File: config.mk
export PLATFORM = sky130hd
export DESIGN_NAME = hsbd_cmd_fifo
export DESIGN_NICKNAME = d
export VERILOG_FILES = /design/src/hdl/hsbd_pkg.sv /design/src/hdl/hsbd_cmd_fifo.sv
export SDC_FILE = /design/constraint.sdc
export NUM_CORES = 1
export LEC_CHECK = 0
export BUFFER_PORTS_ARGS = -buffer_cell sky130_fd_sc_hd__buf_2
export CAP_MARGIN = 10
export CORE_UTILIZATION = 60
export CTS_BUF_LIST = sky130_fd_sc_hd__clkbuf_4 sky130_fd_sc_hd__clkbuf_8
export DETAILED_ROUTE_END_ITERATION = 10
export HOLD_SLACK_MARGIN = 0.02
export PLACE_DENSITY = 0.83
export SETUP_SLACK_MARGIN = 0.1
export SYNTH_ARGS = -nofsm -noshare
export SYNTH_HDL_FRONTEND = slang
export SYNTH_SLANG_ARGS = --single-unit
File: constraint.sdc
create_clock -name clk_i -period 6.4 [get_ports clk_i]
set_clock_uncertainty 0.15 [all_clocks]
set_input_delay 0.32 -clock clk_i [delete_from_list [all_inputs] [get_ports clk_i]]
set_output_delay 0.32 -clock clk_i [all_outputs]
set_load 0.01 [all_outputs]
File: src/hdl/hsbd_pkg.sv
// shared types, constants and helpers for the half-size box downscaler
// used by every module of the block; depends on nothing
package hsbd_pkg;

  localparam int MAX_WIDTH   = 4096;
  localparam int MAX_HEIGHT  = 4096;
  localparam int STORE_DEPTH = MAX_WIDTH / 2;

  localparam int CH_W   = 16;
  localparam int PIX_W  = 4 * CH_W;
  localparam int DIM_W  = 13;
  localparam int CNT_W  = 12;
  localparam int IDX_W  = $clog2(STORE_DEPTH);

  localparam int CMDQ_DEPTH = 4;
  localparam int CMDQ_PTR_W = $clog2(CMDQ_DEPTH);
  localparam int CMDQ_CNT_W = $clog2(CMDQ_DEPTH + 1);

  localparam int OUTQ_DEPTH = 4;
  localparam int OUTQ_PTR_W = $clog2(OUTQ_DEPTH);
  localparam int OUTQ_CNT_W = $clog2(OUTQ_DEPTH + 1);

  localparam int PADDR_W = 3;
  localparam int PDATA_W = 32;

  // register index as decoded from paddr[2]
  localparam logic REG_FRAME_WIDTH  = 1'b0;
  localparam logic REG_FRAME_HEIGHT = 1'b1;

  localparam logic [DIM_W-1:0] WIDTH_RESET  = DIM_W'(1920);
  localparam logic [DIM_W-1:0] HEIGHT_RESET = DIM_W'(1080);

  // request from front to back: a line store write or an emit
  typedef struct packed {
    logic             is_emit;
    logic [IDX_W-1:0] idx;
    logic [PIX_W-1:0] pair;
    logic             row_end;
    logic             frame_end;
  } cmd_t;

  typedef struct packed {
    logic [PIX_W-1:0] pix;
    logic             row_end;
    logic             frame_end;
  } out_t;

  // per-channel truncating average of two packed rgba words
  function automatic logic [PIX_W-1:0] avg_pix(input logic [PIX_W-1:0] a,
                                               input logic [PIX_W-1:0] b);
    logic [PIX_W-1:0] r;
    logic [CH_W:0]    s;
    r = '0;
    for (int c = 0; c < 4; c++) begin
      s = {1'b0, a[c*CH_W +: CH_W]} + {1'b0, b[c*CH_W +: CH_W]};
      r[c*CH_W +: CH_W] = s[CH_W:1];
    end
    return r;
  endfunction

endpackage

File: src/hdl/hsbd_cmd_fifo.sv
// short request queue between front and back end
// depends on hsbd_pkg
module hsbd_cmd_fifo (
  input  logic           clk_i,
  input  logic           rst_ni,
  input  logic           push_i,
  input  hsbd_pkg::cmd_t data_i,
  input  logic           pop_i,
  output hsbd_pkg::cmd_t data_o,
  output logic           empty_o,
  output logic           full_o
);

  hsbd_pkg::cmd_t                  entry_q [hsbd_pkg::CMDQ_DEPTH];
  logic [hsbd_pkg::CMDQ_PTR_W-1:0] wr_ptr_q, rd_ptr_q;
  logic [hsbd_pkg::CMDQ_CNT_W-1:0] cnt_q;
  logic                            do_push, do_pop;

  assign empty_o = (cnt_q == '0);
  assign full_o  = (cnt_q == hsbd_pkg::CMDQ_CNT_W'(hsbd_pkg::CMDQ_DEPTH));
  assign do_push = push_i && !full_o;
  assign do_pop  = pop_i && !empty_o;
  assign data_o  = entry_q[rd_ptr_q];

  always_ff @(posedge clk_i) begin
    if (do_push) begin
      entry_q[wr_ptr_q] <= data_i;
    end
  end

  always_ff @(posedge clk_i or negedge rst_ni) begin
    if (!rst_ni) begin
      wr_ptr_q <= '0;
      rd_ptr_q <= '0;
      cnt_q    <= '0;
    end else begin
      if (do_push) wr_ptr_q <= wr_ptr_q + hsbd_pkg::CMDQ_PTR_W'(1);
      if (do_pop)  rd_ptr_q <= rd_ptr_q + hsbd_pkg::CMDQ_PTR_W'(1);
      unique case ({do_push, do_pop})
        2'b10:   cnt_q <= cnt_q + hsbd_pkg::CMDQ_CNT_W'(1);
        2'b01:   cnt_q <= cnt_q - hsbd_pkg::CMDQ_CNT_W'(1);
        default: cnt_q <= cnt_q;
      endcase
    end
  end

endmodule

Word level (Yosys, flattened, before mapping)
Memories as Yosys holds them, arrays and structs flattened.
Cells that the tools add are included.
Storage, ports and cells
  logic and storage cells: 20
  RAM bits: 312
  memories kept: 1
  flip-flop bits (word level): 7
  output and inout bits: 80
Cells by class
  multiplexer cells: 3
  add/sub/neg operators: 4
  eq/ne operators: 3
  reductions and logical operators: 6
Memory list
  entry_q: depth 4, bits a word 78, read ports 1, clocked after memory_dff 0, write ports 1, line hsbd_cmd_fifo.sv:14  | hsbd_pkg::cmd_t entry_q [hsbd_pkg::CMDQ_DEPTH];
Operators by type and width (count)
  one-hot mux 3 bit (2 select lines): 1
  adder 2 x 1 -> 2 bit, second input constant: 2
  adder 3 x 1 -> 3 bit, second input constant: 1
  == test 3 bit, second input constant: 1
  logical NOT 3 bit: 1
  subtractor 3 x 1 -> 3 bit, second input constant: 1
  == test 2 x 1 -> 1 bit, second input constant: 1
  == test 2 bit, second input constant: 1
  logical AND 1 bit: 2
  logical NOT 1 bit: 2
  2-to-1 mux 1 bit: 2
  nonzero test 2 bit: 1

Longest topological paths before layout
  word-level depth: 5
  mapped depth: 9
  depth with buffers taken out: 9

Worst setup path before layout
OpenSTA, ideal clock, no wires.
  path kind: register to register
  from: register cnt_q[2] (netlist bit)
  to: memory entry_q[0][0] (netlist bit), enable pin
  arrival time: 2661 ps
  stages on the path, launching flop included: 4
  library setup time: 445 ps
  setup slack: 3144 ps
  required time: 5805 ps
  cell sequence: dfrtp_1 -> nor3b_2 -> nor2b_2 -> and2_1
Between the ends
  longest elaborated chain between the ends: 5
RTL lines
  start, declared: line hsbd_cmd_fifo.sv:16  | logic [hsbd_pkg::CMDQ_CNT_W-1:0] cnt_q;
  start signal, assigned: line hsbd_cmd_fifo.sv:40  | 2'b10: cnt_q <= cnt_q + hsbd_pkg::CMDQ_CNT_W'(1);
  start signal, assigned: line hsbd_cmd_fifo.sv:41  | 2'b01: cnt_q <= cnt_q - hsbd_pkg::CMDQ_CNT_W'(1);
  start signal, assigned: line hsbd_cmd_fifo.sv:42  | default: cnt_q <= cnt_q;
  == test 3 bit: line hsbd_cmd_fifo.sv:20  | assign full_o = (cnt_q == hsbd_pkg::CMDQ_CNT_W'(hsbd_pkg::CMDQ_DEPTH));
  named net full_o: line hsbd_cmd_fifo.sv:11  | output logic full_o
  logical NOT 1 bit: line hsbd_cmd_fifo.sv:21  | assign do_push = push_i && !full_o;
  logical AND 1 bit: line hsbd_cmd_fifo.sv:21
  2-to-1 mux 1 bit: line hsbd_cmd_fifo.sv:26  | if (do_push) begin
  2-to-1 mux 1 bit (implied by the code): line hsbd_cmd_fifo.sv:27  | entry_q[wr_ptr_q] <= data_i;
  end, declared: line hsbd_cmd_fifo.sv:14
The timed path passes the listed nets, and every way through them passes these cells.

==> run summary <==
Dividing the final minimum period by the clock period gives 55.59%. Power dissipated by switching net loads: 1.844 mW. Setup violations remaining at the end of the flow were counted as 0.

In this run, the number of DRC markers left after iteration 0 of detailed routing was 349. The logs give 0 for the number of antenna violations at the first check in global routing and 0 for the remaining design rule violation count. The count of port buffers added during placement was 161. In the final layout, flip-flops and latches occupy 0.009552 mm2. The run finished with clean final reports. For the pin with the worst max-slew slack, the measured transition is 1.195 ns.

Setup repair after global routing left no endpoint under its margin. The required time of the critical path was 5.93 ns; the via-per-instance ratio was 5.536. The flip-flop and latch count after synthesis works out to 319. The tools report the internal cell power as 4.520 mW. The boundary pin count was 162; the clock insertion delay at the later pin of the skew report was 0.55 ns. The run gives 0 as the number of failing hold endpoints at the final stage. Of the synthesized area, sequential elements account for 81.11%. The tree built by TritonCTS fans out to 319 sinks. In this run the worst hold path is classified as in2reg.

The portion of synthesized area spent on multiplexers is 15.11%. For this run, the top clock speed supported by timing is 281.1 MHz. The final-stage net count came out at 813. The number of fill cells came out at 1,006. Number of global-route vias before repair: 6,140. The worst-case IR drop observed on VDD is 0.2909 mV. The area overhead of the layout relative to synthesis was 23.00%. Clock tree synthesis inserted a total of 49 buffers. In this run the remaining antenna-violating nets after routing total 0. For the final estimated routing congestion in global placement, the log shows 0.6898.

The family of cells with the greatest summed delay on the critical path is flip-flops. The average cell area after synthesis was 26.44 um2; the number of library cell types mapped by synthesis was 21. For this design the ratio of total power to cell area is 439.7 mW/mm2.

Counting along the longest clock path gives a buffer depth of 3. The pre-antenna-repair detailed-routing pass consisted of 4 iterations. Summing the areas of all compound-gate instances in the mapped netlist gives 0.07444% of the synthesized area. Net switching is 28.97% of the power. Summing over every cut layer, the via total after detailed routing is 5,619. By area, the combinational part of the netlist is dominated by multiplexers. Yosys printed 0 warnings. The proportion of power drawn by flip-flops and latches is 48.1%, and the total routing resource utilization after global routing is 22.71%.

The remaining max-slew budget at the tightest pin was 20.33%. Counting both buffers and inverters, the worst setup path holds a total of 2. The H-tree depth is 2, and the starting density of the core is 62.07%. Arrival time of the worst setup path: 3.09 ns. The library cells used most frequently in the layout, excluding fill and tap cells, are edfxtp_1 (312), buf_2 (161), dlygate4sd3_1 (81), mux4_2 (78), clkbuf_8 (49).

TritonCTS built the clock tree. Dividing the detail-routed wire length by the instance count gives 21.68 um. The floorplan step defined a die boundary enclosing 0.02017 mm2. Number of cell rows: 50.

The horizontal die dimension came out at 142.0 um. Root buffer cell: clkbuf_8. Across the run, the number of max-cap violations was 0.

The post-layout instance area is 0.01447 mm2. The slowest stage cell on the critical path is dfrtp_4. For the maximum number of pins on one net before global-route repair, the log shows 80. The clock period could shrink to 3.558 ns. In the synthesized netlist, the number of instances is 445. The max-slew violation count was 0.

Of the total power, the clock network draws 25.3%. On the worst path, the slowest cell contributes a delay of 1.01 ns. The category of the critical setup timing path is reg2out. In the final layout, the share of cells above drive strength 1 is 42.78%. The post-synthesis share of cell area spent on full adders, half adders and majority gates came out at 0.7018%. The total negative slack was 0 ns; the XOR/XNOR share of the synthesized area was 0.4466%. The total detailed-routing wirelength was 22.00 mm. The multi-input combinational cell area is 0.001991 mm2, and the clock-pin transition on the worst setup and hold timing paths is 0.06 ns.

Traced cell by cell, the critical path runs through buf_4 > mux4_2 > buf_2. The post-synthesis simple-gate area fraction came out at 0.4998%. The leakage power was 5.057 nW; the peak fanout along the critical path was 46. After detailed placement, the total cell area comes to 0.01273 mm2. The worst setup path is captured at an output port.

For the wire length of the first global-routing pass, the log shows 33.71 mm. The most frequent standard cell in the layout excluding fill and tap cells was edfxtp_1. The floorplan die height works out to 142.0 um. The area of the placeable core came out at 0.01896 mm2. The antenna diode count was 0; the HPWL after detailed placement was 12.13 mm. The cell area that synthesis handed to floorplanning was 0.01177 mm2. The logs give 6.364 mW for the total power consumption of the routed design and 26.6% for the proportion of power drawn by combinational gates.

The critical path launch point type was a flip-flop. The tools report the number of nets produced by synthesis as 533. The total overflow left after global routing is 0.
## logic make-up (layout without fill, tap and decap cells)
logic type,Yosys count,after routing
fa+ha+maj,6,6
compound gates,1,1
buf+inv,24,334
simple gates,9,9
xor+xnor,6,6
flops,319,319
mux,80,80
## state kept, by name, summed over array words and instances (netlist names)
signal,flops
entry_q,312
cnt_q,3
rd_ptr_q,2
wr_ptr_q,2
## layout make-up
type                       count  area share (%)
clock buffer                  61           5.282
clock inverter                20           1.133
inverter                       6          0.1556
multi-input combinational    102           13.75
sequential                   319           66.00
tap                          260           2.248
timing repair buffer         247           11.43
## repair_timing
item,in CTS,in global routing
resized for setup,0,0
hold buffers,81,0
buffers inserted,0,0
hold endpoints to repair,320,0
## Yosys cell counts
cell	number	share of area [%]
and2_1	4	0.21
buf_12	8	1.4
buf_2	8	0.34
buf_4	1	0.064
buf_6	1	0.096
dfrtp_1	7	1.5
edfxtp_1	312	80
fa_1	1	0.17
ha_1	5	0.53
inv_1	6	0.19
mux2_2	1	0.096
mux2i_1	1	0.085
mux4_2	78	15
nand2_1	1	0.032
nor2_1	1	0.032
nor2b_2	1	0.074
nor3_1	1	0.042
nor3b_2	1	0.11
o31a_1	1	0.074
xnor2_1	3	0.22
xor2_1	3	0.22
## final timing paths
check / from / endpoint / slack, ns / depth (start not counted)
setup / recovery: rd_ptr_q[0] / data_o[73] / 2.84 / 3
hold / removal: push_i / wr_ptr_q[0] / 0.08 / 3
setup reg to reg: cnt_q[2] / entry_q[3][2] / 3.67 / 4
hold reg to reg: wr_ptr_q[1] / wr_ptr_q[1] / 0.42 / 1
max in group asynchronous: rst_ni / rd_ptr_q[0] / 5.20 / 3
min in group asynchronous: rst_ni / cnt_q[2] / 0.62 / 3
## worst register-to-register path, stage by stage (launching register included)
cell	delay [ns]
dfrtp_1	0.43
nor3b_2	0.20
nor2b_2	0.31
and2_4	0.53
buf_4	0.66
## layer usage
layer | GRT usage, % | share of wire (%)
met1 | 29.66 | 39
met3 | 6.292 | 7.7
met2 | 38.00 | 52
met4 | 6.338 | 1.4
met5 | 0 | 0
## metrics by stage
stage,hold WS [ns],util (%),std cells,setup WS [ns]
after CTS,0.05509,76.35,1015,2.695
after global placement,0.009121,67.17,853,3.305
final,0.07942,76.35,1015,2.842
after floorplan,-0.1256,-,445,3.144
after detailed placement,0.01772,67.17,853,3.311
after global routing,0.08080,76.35,1015,2.512
## power by group through the flow
stage | sequential (mW) | clock (mW) | combinational (mW)
after floorplan | 2.89 | 0 | 1.33
after global placement | 3.08 | 0 | 1.62
after detailed placement | 3.11 | 0 | 1.65
after CTS | 3.07 | 1.64 | 1.71
after global routing | 3.11 | 1.72 | 1.82
final | 3.06 | 1.61 | 1.69
Note: power is estimated with default switching activity, not from simulation.
