<file path="src/hdl/hsbd_pkg.sv">
// shared types, constants and helpers for the half-size box downscaler
// used by every module of the block; depends on nothing
package hsbd_pkg;

  localparam int MAX_WIDTH   = 4096;
  localparam int MAX_HEIGHT  = 4096;
  localparam int STORE_DEPTH = MAX_WIDTH / 2;

  localparam int CH_W   = 16;
  localparam int PIX_W  = 4 * CH_W;
  localparam int DIM_W  = 13;
  localparam int CNT_W  = 12;
  localparam int IDX_W  = $clog2(STORE_DEPTH);

  localparam int CMDQ_DEPTH = 4;
  localparam int CMDQ_PTR_W = $clog2(CMDQ_DEPTH);
  localparam int CMDQ_CNT_W = $clog2(CMDQ_DEPTH + 1);

  localparam int OUTQ_DEPTH = 4;
  localparam int OUTQ_PTR_W = $clog2(OUTQ_DEPTH);
  localparam int OUTQ_CNT_W = $clog2(OUTQ_DEPTH + 1);

  localparam int PADDR_W = 3;
  localparam int PDATA_W = 32;

  // register index as decoded from paddr[2]
  localparam logic REG_FRAME_WIDTH  = 1'b0;
  localparam logic REG_FRAME_HEIGHT = 1'b1;

  localparam logic [DIM_W-1:0] WIDTH_RESET  = DIM_W'(1920);
  localparam logic [DIM_W-1:0] HEIGHT_RESET = DIM_W'(1080);

  // request from front to back: a line store write or an emit
  typedef struct packed {
    logic             is_emit;
    logic [IDX_W-1:0] idx;
    logic [PIX_W-1:0] pair;
    logic             row_end;
    logic             frame_end;
  } cmd_t;

  typedef struct packed {
    logic [PIX_W-1:0] pix;
    logic             row_end;
    logic             frame_end;
  } out_t;

  // per-channel truncating average of two packed rgba words
  function automatic logic [PIX_W-1:0] avg_pix(input logic [PIX_W-1:0] a,
                                               input logic [PIX_W-1:0] b);
    logic [PIX_W-1:0] r;
    logic [CH_W:0]    s;
    r = '0;
    for (int c = 0; c < 4; c++) begin
      s = {1'b0, a[c*CH_W +: CH_W]} + {1'b0, b[c*CH_W +: CH_W]};
      r[c*CH_W +: CH_W] = s[CH_W:1];
    end
    return r;
  endfunction

endpackage

</file>
<file path="src/hdl/hsbd_front.sv">
// front end: raster position counters, horizontal pair average and
// classification of each pixel; depends on hsbd_pkg
module hsbd_front (
  input  logic                      clk_i,
  input  logic                      rst_ni,
  input  logic                      accept_i,
  input  logic [hsbd_pkg::PIX_W-1:0] pix_i,
  input  logic [hsbd_pkg::DIM_W-1:0] frame_width_i,
  input  logic [hsbd_pkg::DIM_W-1:0] frame_height_i,
  output logic                      cmd_valid_o,
  output hsbd_pkg::cmd_t            cmd_o
);

  logic [hsbd_pkg::CNT_W-1:0] col_q, col_d, row_q, row_d;
  logic [hsbd_pkg::PIX_W-1:0] pair_left_q;
  logic [hsbd_pkg::DIM_W-1:0] w_eff, h_eff, w_even, h_even;
  logic [hsbd_pkg::DIM_W-1:0] col_inc, row_inc;
  logic [hsbd_pkg::CNT_W-1:0] half_last;
  logic                       pair_done, last_row;

  always_comb begin
    if (frame_width_i == '0) w_eff = hsbd_pkg::DIM_W'(1);
    else if (frame_width_i > hsbd_pkg::DIM_W'(hsbd_pkg::MAX_WIDTH))
      w_eff = hsbd_pkg::DIM_W'(hsbd_pkg::MAX_WIDTH);
    else w_eff = frame_width_i;
    if (frame_height_i == '0) h_eff = hsbd_pkg::DIM_W'(1);
    else if (frame_height_i > hsbd_pkg::DIM_W'(hsbd_pkg::MAX_HEIGHT))
      h_eff = hsbd_pkg::DIM_W'(hsbd_pkg::MAX_HEIGHT);
    else h_eff = frame_height_i;
  end

  assign w_even    = {w_eff[hsbd_pkg::DIM_W-1:1], 1'b0};
  assign h_even    = {h_eff[hsbd_pkg::DIM_W-1:1], 1'b0};
  assign half_last = w_eff[hsbd_pkg::DIM_W-1:1] - hsbd_pkg::CNT_W'(1);

  assign pair_done = col_q[0] && ({1'b0, col_q} < w_even) && ({1'b0, row_q} < h_eff);
  assign last_row  = ({1'b0, row_q} < h_even);

  always_comb begin
    cmd_o.is_emit   = row_q[0];
    cmd_o.idx       = col_q[hsbd_pkg::CNT_W-1:1];
    cmd_o.pair      = hsbd_pkg::avg_pix(pair_left_q, pix_i);
    cmd_o.row_end   = ({1'b0, cmd_o.idx} == half_last);
    cmd_o.frame_end = cmd_o.row_end && ({1'b0, row_q} == h_even - hsbd_pkg::DIM_W'(1));
    // odd rows below the even height emit, even rows write the store
    cmd_valid_o     = accept_i && pair_done && (!row_q[0] || last_row);
  end

  always_comb begin
    col_inc = {1'b0, col_q} + hsbd_pkg::DIM_W'(1);
    row_inc = {1'b0, row_q} + hsbd_pkg::DIM_W'(1);
    col_d   = col_q;
    row_d   = row_q;
    if (accept_i) begin
      if (col_inc >= w_eff) begin
        col_d = '0;
        row_d = (row_inc >= h_eff) ? '0 : row_inc[hsbd_pkg::CNT_W-1:0];
      end else begin
        col_d = col_inc[hsbd_pkg::CNT_W-1:0];
      end
    end
  end

  always_ff @(posedge clk_i or negedge rst_ni) begin
    if (!rst_ni) begin
      col_q       <= '0;
      row_q       <= '0;
      pair_left_q <= '0;
    end else begin
      col_q <= col_d;
      row_q <= row_d;
      if (accept_i && !col_q[0]) begin
        pair_left_q <= pix_i;
      end
    end
  end

endmodule

</file>
<file path="config.mk">
export PLATFORM = sky130hd
export DESIGN_NAME = hsbd_front
export DESIGN_NICKNAME = d
export VERILOG_FILES = /design/src/hdl/hsbd_pkg.sv /design/src/hdl/hsbd_front.sv
export SDC_FILE = /design/constraint.sdc
export NUM_CORES = 1
export LEC_CHECK = 0
export BUFFER_PORTS_ARGS = -buffer_cell sky130_fd_sc_hd__buf_2
export CAP_MARGIN = 10
export CORE_UTILIZATION = 58
export CTS_BUF_LIST = sky130_fd_sc_hd__clkbuf_8
export DETAILED_ROUTE_END_ITERATION = 12
export GPL_TIMING_DRIVEN = 1
export PLACE_DENSITY = 0.8
export SLEW_MARGIN = 25
export SYNTH_ARGS = -nofsm -noshare
export SYNTH_HDL_FRONTEND = slang
export SYNTH_SLANG_ARGS = --single-unit
</file>
<file path="constraint.sdc">
create_clock -name clk_i -period 3.75 [get_ports clk_i]
set_clock_uncertainty 0.15 [all_clocks]
set_input_delay 0.1875 -clock clk_i [delete_from_list [all_inputs] [get_ports clk_i]]
set_output_delay 0.1875 -clock clk_i [all_outputs]
set_load 0.03 [all_outputs]
</file>
; Word-level counts from Yosys, hierarchy flattened
; Cells that the tools add are included.
[totals]
register_bits = 88
latch_bits = 0
ramBits = 0
romBits = 0
inputBits = 93
out_inout_bits = 79
wordCells = 38
mem_count = 0
[op_classes]
addsub = 8
multipliers = 0
n_div = 0
order_cmp = 7
eq_ne = 2
shift = 0
mux = 6
bitwise_logic = 0
reduce_logical = 12
[op_table]
columns = cell, n
row1 = adder 16 x 16 -> 17 bit, 4
row2 = two-way mux 13 bit, 4
row3 = < comparator 12 x 13 -> 1 bit, 3
row4 = adder 12 x 1 -> 13 bit (second input constant), 2
row5 = >= comparator 13 bit, 2
row6 = > comparator 13 bit (second input constant), 2
row7 = zero test 13 bit, 2
row8 = two-way mux 12 bit, 2
row9 = equality test 12 x 13 -> 1 bit, 1
row10 = subtractor 13 x 1 -> 13 bit (second input constant), 1
row11 = equality test 11 x 12 -> 1 bit, 1
row12 = subtractor 12 x 1 -> 12 bit (second input constant), 1
row13 = logical AND 1 bit, 6
row14 = zero test 1 bit, 2
row15 = AND reduction 2 bit, 1
row16 = logical OR 1 bit, 1

; Depth between registers and ports, before layout
[logic_depth]
depth_word = 8
mapped_depth = 15
depth_no_buf = 15

; Least setup slack after synthesis
; OpenSTA, ideal clock, no wires.
[synth_path]
path_type = reg-to-reg
start = register row_q[0] in the netlist's numbering
end = register row_q[0] in the netlist's numbering
setup_time_ps = 65
arrival_ps = 3223
t_required_ps = 3535
setup_slack_ps = 312
stages_incl_launch_ff = 15
n_path_buf = 0
synth_period_minus_slack_ps = 3438
path_cell_list = dfrtp_1 -> ha_1 -> and3_1 -> and3_1 -> and3_1 -> xor2_1 -> ha_1 -> a21oi_1 -> nor2b_1 -> o21ai_0 -> nand2b_1 -> a2111oi_0 -> a21oi_2 -> nor2_2 -> mux2_2
[synth_via]
elab_chain_cells = 3
[synth_rtl]
columns = item, line_no
row1 = "start, declared", hsbd_front.sv:14  ; logic [hsbd_pkg::CNT_W-1:0] col_q, col_d, row_q, row_d;
row2 = "start signal, assigned", hsbd_front.sv:71  ; row_q <= row_d;
row3 = adder 12 x 1 -> 13 bit *, hsbd_front.sv:51  ; row_inc = {1'b0, row_q} + hsbd_pkg::DIM_W'(1);
row4 = >= comparator 13 bit, hsbd_front.sv:57  ; row_d = (row_inc >= h_eff) ? '0 : row_inc[hsbd_pkg::CNT_W-1:0];
row5 = two-way mux 12 bit *, hsbd_front.sv:57
; Every way passes the cells marked *; elsewhere a longest branch is shown, timed or not.
; A chain may end at the register's enable or synchronous reset.

; Worst setup path after layout
[layout_path]
start = register row_q[0] in the netlist's numbering
end = register row_q[8] in the netlist's numbering
; The elaborated chain is that of the path after synthesis.

==> metrics.md <==
| Metric | Value |
|---|---|
| CTS sink cnt | 88 |
| Critical Path Sink Type | flip-flop |
| Fin crit period | 3.568 ns |
| Via density per instance | 5.772 |
| Final Max Tran Viols | 0 |
| Max VDD drop | 0.0004894 V |
| Post-DP Area | 9450 um^2 |
| Via Count | 7758 |
| Synth area leader | dfrtp_1 |
| Worst-skew pair later-pin latency | 0.36 ns |
| Chip height | 122.7 um |
| Initial core utilization | 60.17% |
| Input/output buffers | 171 |
| Fillers | 1034 |
| RePlAce Congestion | 0.8993 |
| Max Fclk | 0.2803 GHz |
| Leakage | 4.882 nW |
| Max transition margin | 48.32% |
| R2R Setup Slk | 0.18 ns |
| Share of the synthesized area in the top cell type | 26.06% |
| Final period util | 95.14% |
| Async set or reset register ratio after synthesis | 100.0% |
| Status | finished clean |
| CTS H-tree depth | 3 |
| IO Count | 172 |
| Synth Register Bits | 88 |
| Total grt overflow | 0 |
| Wirelength per Cell | 15.16 um |
| Fin cells | 1344 |
| Synth Area per Inst | 9.037 um^2 |
| Worst Path Max Fanout | 6 |
| DRT iter0 DRCs | 350 |
| Top FF cell, synth | dfrtp_1 |
| Critical path arrival | 3.71 ns |
| Least-Margin Pin Slew | 0.7752 ns |
| Final WL | 20380 um |
| Die area | 15050 um^2 |
| FF-to-FF Start | row_q[0]$_DFFE_PN0P_ |
| Crit Path Category | flip-flop to flip-flop |
| Final Net Count | 1372 |
| Cell with the most instances after synthesis | ha_1 |
| Initial antenna violation count | 0 |
| Ranking of synthesized cells by area | dfrtp_1 (26%), ha_1 (17%), mux2_2 (8.3%), xnor2_1 (6.5%), nand2_1 (3.7%) |
| Final worst slack | 0.1821 ns |
| Mapped Nets | 1146 |
| Post-synth top cells | ha_1 (114), dfrtp_1 (88), nand2_1 (83) |
| Cell Rows | 43 |
| Met2 Usage GRT | 45.22% |
| Slowest CP cell | a2111oi_4 |
| Drt first pass iters | 5 |
| Vias in the first global route | 7114 |
| # Max-Cap Violations | 0 |
| Hold Path Origin | accept_i |
| Mapped Cells | 935 |
| Cells after DPL | 1261 |
| Core area | 14040 um^2 |
| GR Util met3 | 4.693% |
| Worst-path clk slew | 0.09 ns |
| Family with the most delay on the worst path | compound AO/OA/AOI/OAI gates |
| Crit start category | flip-flop |
| CTS tree | yes |
| Power density over the cells | 579.1 nW/um^2 |
| Sequential-to-total area share from yosys stat | 26.06% |
| Largest stage delay, worst path | 0.46 ns |
| Crit path buffers/inverters | 1 |
| Number of diodes | 0 |
| Root Buffer | clkbuf_8 |
| Post-synth EDFFs | 0 |
| Die width | 122.7 um |
| DRC | 0 |
| Post-Layout Inst Area | 10420 um^2 |
| Layout cell share with drive strength beyond 1 | 25.95% |
| Setup violations, final | 0 |
| Post-DP HPWL | 14860 um |
| Critical Path RT | 3.90 ns |
| Number of CTS-inserted buffers | 9 |
| Syn Std Cell Area | 8449 um^2 |
| Met1 track demand over resource | 35.32% |
| First-pass GRT wire length | 32440 um |
| CP Cell Sequence | ha_2 -> and3_1 -> and3_1 -> and3_2 -> xor2_1 -> ha_1 -> a21oi_1 -> nor2b_1 -> o21ai_0 -> nand2b_1 -> a2111oi_4 -> a21oi_2 -> buf_4 -> o21ai_0 -> a22o_1 |
| Deepest clock path buffer count | 2 |
| Total global-route track usage | 26.98% |
| Hold crit path type | primary input to flip-flop |
| Antenna Violating Nets Remaining | 0 |
| Area grow syn2layout | 23.34% |
| Largest net degree at the start of global routing | 62 |
| Synth cell types | 63 |
| DP Worst Slack | 0.05675 ns |
| Synth warnings | 0 |
| Worst setup startpoint | row_q[0]$_DFFE_PN0P_ |
| GRT Max-Usage Layer | met2 |
| Endpoints failing hold | 0 |
==> final cells by class <==
cell class / instances / area (um^2) / area share (%)
flip-flops and latches: 88 / 2205 / 21.16
well taps: 180 / 225.2 / 2.161
inverters: 35 / 131.4 / 1.261
clock inverters: 4 / 70.07 / 0.6724
multi-input cells: 774 / 6000 / 57.57
repair buffers: 253 / 1653 / 15.86
clock buffers: 10 / 137.6 / 1.321
==> worst paths after layout <==
path | end | depth (start not counted)
max | row_q[8]$_DFFE_PN0P_ | 15
min | col_q[4]$_DFFE_PN0P_ | 3
max reg2reg | row_q[8]$_DFFE_PN0P_ | 15
min reg2reg | pair_left_q[8]$_DFFE_PN0P_ | 1
max in group asynchronous | row_q[1]$_DFFE_PN0P_ | 3
min in group asynchronous | pair_left_q[25]$_DFFE_PN0P_ | 2
==> tightest hold or removal path, delay by kind of cell <==
kind / cells / cell delay, ns
buf+inv: 1 / 0.20
compound gates: 1 / 0.05
simple gates: 1 / 0.10
==> metrics by stage <==
stage / total power [mW] / hold WS, ns / utilization (%) / setup TNS, ns
after detailed placement: 5.174 / 0.1642 / 67.30 / 0
after global placement: 5.113 / 0.1636 / 67.30 / 0
final: 6.035 / 0.07352 / 74.21 / 0
after CTS: 5.963 / 0.05488 / 73.41 / 0
after floorplan: 4.251 / -0.2581 / - / 0
after global routing: 6.459 / 0.07262 / 74.21 / -0.2064
==> cells by family after synthesis <==
group                    share of synthesized area (%)
AND/OR/NAND/NOR                                  17.10
AO/OA/AOI/OAI                                    17.09
buffers and inverters                            4.013
adder cells (fa/ha/maj)                          17.83
flip-flops                                       26.06
multiplexers                                     8.263
XOR/XNOR                                         9.640
==> sequential cells by signal, summed over array words and instances, names as in the netlist <==
| signal | count |
|---|---|
| col_q | 12 |
| row_q | 12 |
| pair_left_q | 64 |
==> per-layer routing <==
metal | share of wire (%) | routed length, um | vias up
li1 | - | - | 3848
met1 | 45 | 9146 | 3670
met2 | 49 | 9907 | 205
met3 | 4.6 | 943 | 35
met4 | 1.9 | 379 | 0
met5 | 0 | 0 | -
==> power breakdown <==
part	internal (mW)	leakage, nW	total [mW]	switching (mW)
Sequential	1.18	1.06	1.34	0.158
Clock	0.384	0.108	0.710	0.326
Combinational	1.54	3.71	3.99	2.45
==> what timing repair did <==
item / 4_1_cts / 5_1_grt
setup endpoints to repair: 0 / 18
endpoints found under the hold margin: 124 / 0
hold buffers: 65 / 0
gates resized for setup: 0 / 18
buffers inserted: 0 / 3
==> cell usage in the layout (no fill, tap or decap), types with 10 or more instances in the layout <==
cell type	n
ha_1	112
a22o_1	10
nor2_1	43
a21oi_1	53
nand3_1	36
xor2_1	30
o21ai_0	49
nand2_1	83
o21a_1	17
and3_1	11
dlygate4sd3_1	65
nor3_1	25
buf_2	170
buf_4	16
a21o_1	14
inv_1	35
or3_1	11
nor2b_1	15
nand2b_1	11
mux2_2	62
xnor2_1	62
clkbuf_8	10
dfrtp_1	86
Note: power is estimated with default switching activity, not from simulation.
